[src/hw/rtl/fuzzy_process_state_scheduler_macros.svh]
// ----------------------------------------------------------------------------
// Assertion macros for the fuzzy process state scheduler
// Clocked on clk_i, disabled while rst_ni is low.
// ----------------------------------------------------------------------------
`ifndef FUZZY_PROCESS_STATE_SCHEDULER_MACROS_SVH
`define FUZZY_PROCESS_STATE_SCHEDULER_MACROS_SVH

// same-cycle implication
`define FPSS_ASSERT_IMPL(label, ante, cons, msg) \
  label: assert property (@(posedge clk_i) disable iff (!rst_ni) (ante) |-> (cons)) \
    else $error(msg);

// next-cycle implication
`define FPSS_ASSERT_NEXT(label, ante, cons, msg) \
  label: assert property (@(posedge clk_i) disable iff (!rst_ni) (ante) |=> (cons)) \
    else $error(msg);

`endif

[src/hw/rtl/fpss_pkg.sv]
// ----------------------------------------------------------------------------
// fpss_pkg
// Shared constants, codes and controller/datapath interface types.
// ----------------------------------------------------------------------------
`default_nettype none

package fpss_pkg;

  localparam int SLOTS_DEFAULT       = 16;
  localparam int HISTORY_LEN_DEFAULT = 10;

  localparam int QW = 17;
  localparam logic [QW-1:0] Q_ONE  = 17'd65536;
  localparam logic [QW-1:0] Q_HALF = 17'd32768;

  localparam logic [1:0] OP_ACTIVATE = 2'd0;
  localparam logic [1:0] OP_TICK     = 2'd1;
  localparam logic [1:0] OP_RETIRE   = 2'd2;

  localparam logic [2:0] REG_BASE_PROB    = 3'd0;
  localparam logic [2:0] REG_RUN_PRIO     = 3'd1;
  localparam logic [2:0] REG_GAIN_INPUT   = 3'd2;
  localparam logic [2:0] REG_GAIN_DECAY   = 3'd3;
  localparam logic [2:0] REG_GAIN_CONTEXT = 3'd4;
  localparam logic [2:0] REG_FUZZ_FLOOR   = 3'd5;
  localparam logic [2:0] REG_TIME_STEP    = 3'd6;

  localparam logic [QW-1:0] RST_BASE_PROB    = 17'd32768;
  localparam logic [QW-1:0] RST_RUN_PRIO     = 17'd32768;
  localparam logic [QW-1:0] RST_GAIN_INPUT   = 17'd52429;
  localparam logic [QW-1:0] RST_GAIN_DECAY   = 17'd6554;
  localparam logic [QW-1:0] RST_GAIN_CONTEXT = 17'd19661;
  localparam logic [QW-1:0] RST_FUZZ_FLOOR   = 17'd6554;
  localparam logic [QW-1:0] RST_TIME_STEP    = 17'd66;

  typedef struct packed {
    logic load;
    logic clr;
    logic mul1;
    logic mul2;
    logic sum;
    logic muldt;
    logic lvl;
    logic total;
    logic div;
    logic fin_tick;
    logic fin_other;
  } fpss_cmd_t;

  typedef struct packed {
    logic [1:0] opcode;
    logic       in_range;
    logic       active;
    logic       clr_last;
  } fpss_stat_t;

  function automatic logic [QW-1:0] q_sat(input logic [QW-1:0] v);
    return (v > Q_ONE) ? Q_ONE : v;
  endfunction

endpackage

`default_nettype wire

[src/hw/rtl/fpss_ctrl.sv]
// ----------------------------------------------------------------------------
// fpss_ctrl
// Sequencer: post-reset clearing pass, item fetch and the tick step chain.
// ----------------------------------------------------------------------------
`default_nettype none

module fpss_ctrl (
  input  wire logic               clk_i,
  input  wire logic               rst_ni,
  input  wire logic               start,
  output logic                    busy,
  input  wire fpss_pkg::fpss_stat_t stat_i,
  output fpss_pkg::fpss_cmd_t     cmd_o
);

  typedef enum logic [3:0] {
    ST_CLEAR,
    ST_IDLE,
    ST_FETCH,
    ST_MUL2,
    ST_SUM,
    ST_MULDT,
    ST_LEVEL,
    ST_TOTAL,
    ST_DIV,
    ST_FINISH
  } state_e;

  state_e state_q, state_d;

  always_comb begin
    state_d = state_q;
    cmd_o   = '0;
    unique case (state_q)
      ST_CLEAR: begin
        cmd_o.clr = 1'b1;
        if (stat_i.clr_last) state_d = ST_IDLE;
      end
      ST_IDLE: begin
        if (start) begin
          cmd_o.load = 1'b1;
          state_d    = ST_FETCH;
        end
      end
      ST_FETCH: begin
        if (stat_i.in_range && stat_i.opcode == fpss_pkg::OP_TICK && stat_i.active) begin
          cmd_o.mul1 = 1'b1;
          state_d    = ST_MUL2;
        end else begin
          cmd_o.fin_other = 1'b1;
          state_d         = ST_IDLE;
        end
      end
      ST_MUL2: begin
        cmd_o.mul2 = 1'b1;
        state_d    = ST_SUM;
      end
      ST_SUM: begin
        cmd_o.sum = 1'b1;
        state_d   = ST_MULDT;
      end
      ST_MULDT: begin
        cmd_o.muldt = 1'b1;
        state_d     = ST_LEVEL;
      end
      ST_LEVEL: begin
        cmd_o.lvl = 1'b1;
        state_d   = ST_TOTAL;
      end
      ST_TOTAL: begin
        cmd_o.total = 1'b1;
        state_d     = ST_DIV;
      end
      ST_DIV: begin
        cmd_o.div = 1'b1;
        state_d   = ST_FINISH;
      end
      ST_FINISH: begin
        cmd_o.fin_tick = 1'b1;
        state_d        = ST_IDLE;
      end
      default: state_d = ST_IDLE;
    endcase
  end

  always_ff @(posedge clk_i or negedge rst_ni) begin
    if (!rst_ni) begin
      state_q <= ST_CLEAR;
    end else begin
      state_q <= state_d;
    end
  end

  assign busy = (state_q != ST_IDLE);

endmodule

`default_nettype wire

[config.mk]
export PLATFORM = sky130hd
export DESIGN_NAME = fpss_ctrl
export DESIGN_NICKNAME = d
export VERILOG_FILES = /design/src/hw/rtl/fuzzy_process_state_scheduler_macros.svh /design/src/hw/rtl/fpss_pkg.sv /design/src/hw/rtl/fpss_ctrl.sv
export SDC_FILE = /design/constraint.sdc
export NUM_CORES = 1
export LEC_CHECK = 0
export BUFFER_PORTS_ARGS = -buffer_cell sky130_fd_sc_hd__clkbuf_2
export CAP_MARGIN = 5
export CORE_AREA = 8 8 45 47
export CTS_CLUSTER_SIZE = 28
export DETAILED_ROUTE_END_ITERATION = 8
export DIE_AREA = 0 0 53 55
export SETUP_SLACK_MARGIN = 0.15
export SLEW_MARGIN = 20
export SYNTH_ARGS = -nofsm -noshare
export SYNTH_HDL_FRONTEND = slang
export SYNTH_SLANG_ARGS = --single-unit
[constraint.sdc]
create_clock -name clk_i -period 3.4 [get_ports clk_i]
set_input_delay 0.17 -clock clk_i [delete_from_list [all_inputs] [get_ports clk_i]]
set_output_delay 0.17 -clock clk_i [all_outputs]
set_load 0.03 [all_outputs]
==> run metrics, run 1 <==
Routed Antenna Nets 0; First DRT Iteration DRCs 2; area of the core 0.00138 mm²; clk_lat worst skew 0.24 ns; drt total wl 854 µm; largest net degree at the start of global routing 13; Final Setup Violations 0; Clock Root Buffer clkbuf_4; Crit Path Max Fanout 11; Final nets 71; # rows 14; CTS tree done; Slew @ Worst Pin 0.417 ns; Final min period 1.76 ns; Peak VDD IR 0.354 mV; register bit total from synthesis 4; DP HPWL 665 µm; Mapped Cells 42; final hold viol count 0; H-tree Lvls 1; share of the yosys chip area belonging to registers 28.7%; largest register by flop count state_q; number of global-route vias before repair 336; Worst-path clk slew 0.04 ns; die height 55 µm; f_max 569 MHz; cell chain of the critical path nor4b_1 > nor2b_1 > clkbuf_2; design area 464 µm²; max-slew violations 0; worst path required time 3.23 ns; Die W 53 µm; Slew HR 71.8%; clk_skew 0.00287 ns; area fraction of the dominant cell type after synthesis 28.7%; # DRC 0; layout cells sized above 1 42.6%; Distinct cells, synth 24; setup TNS 0 ns; Hold Path Class input pin to flip-flop; Post-synth EDFFs 0; final antenna diode count 0; Post-synth top flop dfrtp_1; first-pass GRT wire length 1430 µm; routed vias/inst 4.69; Pre-antenna DRT Iters 2; maxcap violations 0; status finished, final reports clean; cell with the most instances after synthesis nor2_1; total die area 0.00292 mm²; P_leak 0.238 nW; Worst EP arrival 1.59 ns; Initial Utilization 25.2%; Syn Area/Cell 8.31 µm²; Post-DP Area 432 µm²; power per cell area 1000 mW/mm²; top post-synthesis cells by count nor2_1, dfrtp_1, nor3_1; CTS Buf Count 3; top post-synthesis cells by area dfrtp_1, nor2_1, buf_6, nor3_1, nand2b_1; I/O pins 20; critical path class flip-flop to output pin; port buffer count 19; crit path capture type output pin; max reg flops 4; Overflow after GRT 0; syn_nets 50; fillers 155; synthesized cell area 349 µm²; Final Cycle Share 51.7%; initial antenna violation count 0; clk buf depth 2; CP max stage delay 0.49 ns; YS warnings 0; GPL Wtd Cong 0.732; PostCTS Resize Cnt 0; unrepaired setup endpoints after global routing false; Synth-to-Final Area Change 33.0%; Async SR Flop Fraction 100%; Top Registers state_q: 4 flops; DR vias 361; clock sinks 4; crit start category flip-flop; GRT Total Usage 6.96%; WL per Instance 11.1 µm; Synth area leader dfrtp_1; Slowest-stage cell, CP dfrtp_1
-- power by group --
| group | switching (mW) | internal [mW] | leakage, nW |
|---|---|---|---|
| sequential | 0.0597 | 0.0687 | 0.0504 |
| clock | 0.0194 | 0.0395 | 0.0138 |
| combinational | 0.167 | 0.110 | 0.174 |
-- cell type report --
cell class	instances	area (µm²)	area share, %
multi-input combinational	32	209	45.0
tap	16	20.0	4.31
sequential	4	100	21.6
timing repair buffer	20	105	22.6
inverter	2	7.51	1.62
clock buffer	3	22.5	4.85
-- critical path: cells and delay by family (launching register included) --
family | cells | cell delay [ns]
buffers and inverters | 1 | 0.21
flip-flops | 1 | 0.49
AND/OR/NAND/NOR | 2 | 0.65
-- per-stage QoR --
stage               power [mW]  hold WS (ns)  util (%)  cells  setup WS, ns
floorplan                0.368        -0.126         -     42          1.78
global placement         0.407       -0.0213      31.2     73          1.90
detailed placement       0.409       -0.0232      31.2     73          1.87
CTS                      0.471         0.215      33.5     77          1.63
global route             0.512         0.222      33.5     77          1.40
finish                   0.464         0.202      33.5     77          1.64
-- timing repair --
action | in CTS | in global routing
hold buffers | 1 | 0
hold endpoints to repair | 4 | 0
buffers inserted | 0 | 0
-- routing by layer --
layer	track usage [%]	vias to the layer above	share of wire, %
met5	0	-	0
met4	9.05	0	5.0
met2	8.98	13	46
met3	2.67	4	6.3
met1	7.67	161	42
li1	-	183	-
-- final timing paths --
check	from	to	slack (ns)	depth (start not counted)
max in group asynchronous	rst_ni	state_q[3]$_DFFE_PN0P_	3.01	2
min	start	state_q[1]$_DFFE_PN0P_	0.20	3
max	state_q[0]$_DFFE_PN0P_	cmd_o[0]	1.64	3
min in group asynchronous	rst_ni	state_q[1]$_DFFE_PN0P_	0.27	2
min reg2reg	state_q[3]$_DFFE_PN0P_	state_q[2]$_DFFE_PN0P_	0.62	1
max reg2reg	state_q[0]$_DFFE_PN0P_	state_q[1]$_DFFE_PN0P_	1.99	3
-- logic make-up after synthesis --
family                    count (synthesis)  synth area share (%)
and+or+nand+nor                          25                  41.2
buffers and inverters                     6                  11.5
AOI/OAI and AO/OA                         4                  10.8
DFF                                       4                  28.7
xor gates and xnor gates                  2                  5.02
muxes                                     1                  2.87
-- placed cells by master, fill, tap and decap left out, drive strengths merged, types with 2 or more instances in the layout --
master,netlist,layout
nor4b,2,2
nor2,7,7
o21ai,2,2
nand2b,3,3
dfrtp,4,4
nand2,2,2
nor3,4,4
clkbuf,0,22
inv,2,2
Power figures use the tool's default switching activity.
==> run 2, diff against run 1 <==
Clock period 3.4 ns to 1.56 ns, I/O delays scaled along.
==> run metrics, run 2 (synthesis results as in run 1) <==
status finished, final reports clean; register share of total power 15.7% (-12 points); Final nets 80 (+13%); crit start category flip-flop; I/O pins 20 (unchanged); Slew @ Worst Pin 0.323 ns (-0.0946 ns); CTS tree done; Hold Path Sink state_q[1]$_DFFE_PN0P_; total die area 0.00292 mm² (unchanged); HP Start start; worst reg2reg path depth 4 (+1); cell chain of the critical path or4_4 > inv_2 > buf_8; reg2reg end state_q[1]$_DFFE_PN0P_; crit path capture type output pin; FF-to-FF Start state_q[0]$_DFFE_PN0P_; CTS Buf Count 3 (unchanged); port buffer count 19 (unchanged); # DRC 0 (unchanged); H-tree Lvls 1 (unchanged); switching fraction of total power 46.7% (-6.3 points); WHS Path Cells 3 (unchanged); max-slew violations 0 (unchanged); Routed Antenna Nets 0 (unchanged); number of global-route vias before repair 408 (+21%); GPL Wtd Cong 0.727 (-0.70%); # rows 14 (unchanged); clk_lat worst skew 0.24 ns (about the same); total power 1.51 mW (+220%); fillers 139 (-10%); DP HPWL 734 µm (+10%); Gate power share 75.5% (+16 points); first-pass GRT wire length 1660 µm (+16%); Pre-antenna DRT Iters 4 (+2); critical path class flip-flop to output pin; First DRT Iteration DRCs 6 (+4); Overflow after GRT 0 (unchanged); die height 55 µm (unchanged); Worst-path clk slew 0.04 ns (about the same); Top Registers state_q: 4 flops; routed vias/inst 4.78 (+1.9%); worst path required time 1.48 ns (-1.75 ns); r2r setup slk 0.14 ns (-1.85 ns); largest net degree at the start of global routing 11 (-2); max reg flops 4 (unchanged); Final min period 1.48 ns; clk buf depth 2 (unchanged); Internal 0.804 mW (+270%); delay-heaviest family, CP simple AND/OR/NAND/NOR gates; f_max 676 MHz; area of the core 0.00138 mm² (unchanged); final core utilization 50.4% (+17 points); clock share of power 8.8% (-3.9 points); Worst EP arrival 1.40 ns (-0.19 ns); DR vias 411 (+14%); final hold viol count 0 (unchanged); Slew HR 78.2% (+6.4 points); maxcap violations 0 (unchanged); Synth-to-Final Area Change 99.6%; unrepaired setup endpoints after global routing true; Crit Path Max Fanout 4 (-7); initial antenna violation count 0 (unchanged); Peak VDD IR 0.957 mV (+170%); P_leak 0.325 nW (+36%); Die W 53 µm (unchanged); Final Setup Violations 0 (unchanged); commonest non-fill, non-tap cell in the layout buf_4; WL per Instance 13.3 µm (+20%); Clock Root Buffer clkbuf_4; GRT Total Usage 8.17% (+1.2 points); CP Depth 3 (unchanged); most frequent cells in the layout buf_4, clkbuf_2, nor2_1, buf_6, clkbuf_4; Final Cycle Share 94.8%; Sw Pwr 0.704 mW (+190%); clock sinks 4 (unchanged); Initial Utilization 25.2% (unchanged); CP max stage delay 0.54 ns (+0.05 ns); clk_skew 0.00495 ns (+0.00208 ns); largest register by flop count state_q; setup TNS 0 ns (unchanged); layout cells sized above 1 72.9% (+30 points); drt total wl 1150 µm (+34%); hold slack 0.118 ns (-0.0843 ns); Hold Path Class input pin to flip-flop; power per cell area 2160 mW/mm² (+120%); Slowest-stage cell, CP or4_4; final antenna diode count 0 (unchanged); Buf+Inv Stages, Crit Path 2 (+1)
run 2: area by class of cell:
cell class,instances,area [µm²],share of cell area (%)
timing repair buffer,29,249,35.7
inverter,2,7.51,1.08
sequential,4,104,14.9
clock buffer,3,22.5,3.23
tap,16,20.0,2.87
multi-input combinational,32,294,42.2
run 2: per-stage QoR:
step	worst slack (ns)	cell area, µm²	cells
floorplan	0.160	367	42
global placement	0.175	464	75
detailed placement	0.119	464	75
CTS	0.0710	619	86
global route	0.0290	697	86
finish	0.0809	697	86
run 2: layer usage:
metal  GRT usage (%)  part of all wire [%]
met5               0                     0
met4            5.17                     0
met3            5.88                   9.1
met2            12.7                    55
met1            7.67                    36
run 2: worst reg2reg max path: stages (launching register included):
cell and delay (ns):
dfrtp_2 0.43, or4_4 0.54, buf_6 0.13, o21ai_2 0.09
mux2i_1 0.09
run 2: what timing repair did:
item,in CTS,in global routing
endpoints found under the setup margin,9,13
pin swaps,2,4
buffers inserted,7,0
hold buffers,1,0
gates resized for setup,19,34
hold endpoints to repair,4,0
run 2: how the worst max path moves through the flow:
stage	startpoint	end	slack, ns
2_1_floorplan	state_q[3]$_DFFE_PN0P_	state_q[3]$_DFFE_PN0P_	0.16
3_3_place_gp	state_q[2]$_DFFE_PN0P_	cmd_o[0]	0.17
3_5_place_dp	state_q[2]$_DFFE_PN0P_	cmd_o[0]	0.12
5_1_grt	state_q[0]$_DFFE_PN0P_	cmd_o[8]	0.03
6_report	state_q[0]$_DFFE_PN0P_	cmd_o[9]	0.08
4_1_cts	state_q[0]$_DFFE_PN0P_	cmd_o[9]	0.07
run 2: power groups by stage:
stage,Clock [mW],Sequential [mW],Combinational (mW)
floorplan,0,0.171,0.655
finish,0.133,0.236,1.14
CTS,0.137,0.231,0.965
global route,0.148,0.244,1.23
global placement,0,0.238,0.710
detailed placement,0,0.242,0.715
==> run 3, diff against run 2 <==
Settings changed: CORE_AREA 8 8 45 47 to 2 2 39 41, DIE_AREA 0 0 53 55 to 0 0 41 43, PLACE_DENSITY from default to 0.59.
==> run metrics, run 3 (synthesis results as in run 1) <==
Worst-path clk slew 0.04 ns (about the same); CP max stage delay 0.54 ns (about the same); clock sinks 4 (unchanged); crit start category flip-flop; critical path class flip-flop to output pin; routed vias/inst 4.55 (-4.9%); design area 659 µm² (-5.4%); GPL Wtd Cong 0.725 (-0.32%); unrepaired setup endpoints after global routing true; largest net degree at the start of global routing 11 (unchanged); number of global-route vias before repair 341 (-16%); Die W 41 µm (-23%); max-slew violations 0 (unchanged); most frequent cells in the layout buf_4, clkbuf_2, nor2_1, clkbuf_4, buf_6; status finished, final reports clean; layout cells sized above 1 68.6% (-4.3 points); clk_skew 0.00414 ns (-0.000814 ns); P_leak 0.311 nW (-4.3%); Initial Utilization 25.2% (unchanged); worst path required time 1.48 ns (about the same); Crit Path Max Fanout 5 (+1); port buffer count 19 (unchanged); initial antenna violation count 0 (unchanged); crit path to cmd_o[9]; Routed Antenna Nets 0 (unchanged); Synth-to-Final Area Change 88.9%; setup TNS 0 ns (unchanged); clk buf depth 2 (unchanged); drt total wl 938 µm (-18%); commonest non-fill, non-tap cell in the layout buf_4; final hold viol count 0 (unchanged); FF-to-FF Start state_q[2]$_DFFE_PN0P_; WL per Instance 10.9 µm (-18%); I/O pins 20 (unchanged); Final min period 1.48 ns (+0.00546 ns); Slowest-stage cell, CP or4_4; Post-DP Area 464 µm² (unchanged); DR vias 391 (-4.9%); total die area 0.00176 mm² (-40%); worst reg2reg path depth 4 (unchanged); reg2reg end state_q[1]$_DFFE_PN0P_; Top Registers state_q: 4 flops; Peak VDD IR 1.01 mV (+5.3%); f_max 674 MHz (-0.37%); first-pass GRT wire length 1340 µm (-19%); Clock Root Buffer clkbuf_4; die height 43 µm (-22%); DP HPWL 599 µm (-18%); Pre-antenna DRT Iters 2 (-2); clk_lat worst skew 0.24 ns (about the same); Final nets 80 (unchanged); CTS Buf Count 3 (unchanged); maxcap violations 0 (unchanged); GRT Total Usage 11.6% (+3.4 points); max reg flops 4 (unchanged); Slew HR 79.7% (+1.5 points); area of the core 0.00138 mm² (unchanged); crit path capture type output pin; # DRC 0 (unchanged); First DRT Iteration DRCs 3 (-3); final antenna diode count 0 (unchanged); Final Cycle Share 95.2% (+0.35 points); H-tree Lvls 1 (unchanged); Slew @ Worst Pin 0.304 ns (-0.0189 ns); Overflow after GRT 0 (unchanged); r2r setup slk 0.11 ns (-0.03 ns); largest register by flop count state_q; final worst slack 0.0755 ns (-0.00546 ns); power per cell area 2170 mW/mm² (+0.40%); cell chain of the critical path or4_4 > inv_2 > buf_8; Critical Path Start state_q[2]$_DFFE_PN0P_; # rows 14 (unchanged); CTS tree done; Final Setup Violations 0 (unchanged); Worst EP arrival 1.41 ns (about the same); pre-CTS WS 0.138 ns (+0.0194 ns); Hold Path Class input pin to flip-flop
==> run 3: report_power, final <==
group	switching, mW	total, mW	internal [mW]
combinational	0.527	1.05	0.525
clock	0.0470	0.133	0.0863
sequential	0.0897	0.248	0.158
total	0.663	1.43	0.769
==> run 3: metal layers <==
layer	up-vias	global-route usage (%)	wire length, µm
li1	199	-	-
met1	179	14.9	397
met2	13	15.9	479
met3	0	6.28	61
met4	0	4.00	0
met5	-	0	0
==> run 3: cell type report <==
type                    count  area [µm²]
clock buffers               3        22.5
fillers                   136         724
inverters                   2        7.51
multi-input cells          32         270
flip-flops and latches      4         104
well taps                  16        20.0
repair buffers             29         235
==> run 3: per-stage QoR <==
stage / instances / power (mW) / hold WS (ns) / utilization, %
floorplan: 42 / 0.826 / -0.218 / -
global placement: 75 / 0.944 / -0.110 / 33.5
detailed placement: 75 / 0.944 / -0.109 / 33.5
CTS: 84 / 1.28 / 0.116 / 42.2
global route: 86 / 1.53 / 0.134 / 47.6
finish: 86 / 1.43 / 0.114 / 47.6
==> run 3: worst max-delay path: cells and delay by family, from the launching register on <==
kind | cells | cell delay (ns)
and+or+nand+nor | 1 | 0.54
buffers and inverters | 2 | 0.19
DFF | 1 | 0.44
==> run 3: timing repair <==
action / in CTS / in global routing
setup endpoints to repair: 8 / 13
endpoints found under the hold margin: 4 / 0
gates resized for setup: 15 / 29
setup buffers: 5 / 2
pin swaps: 2 / 5
hold buffers: 1 / 0
==> run 3: how the worst min path moves through the flow <==
| stage | to | start | cells after the start |
|---|---|---|---|
| 6_report | state_q[1]$_DFFE_PN0P_ | start | 3 |
| 4_1_cts | state_q[1]$_DFFE_PN0P_ | start | 3 |
| 5_1_grt | state_q[1]$_DFFE_PN0P_ | start | 3 |
| 2_1_floorplan | state_q[0]$_DFFE_PN0P_ | rst_ni | 0 |
| 3_5_place_dp | state_q[1]$_DFFE_PN0P_ | rst_ni | 1 |
| 3_3_place_gp | state_q[1]$_DFFE_PN0P_ | rst_ni | 1 |
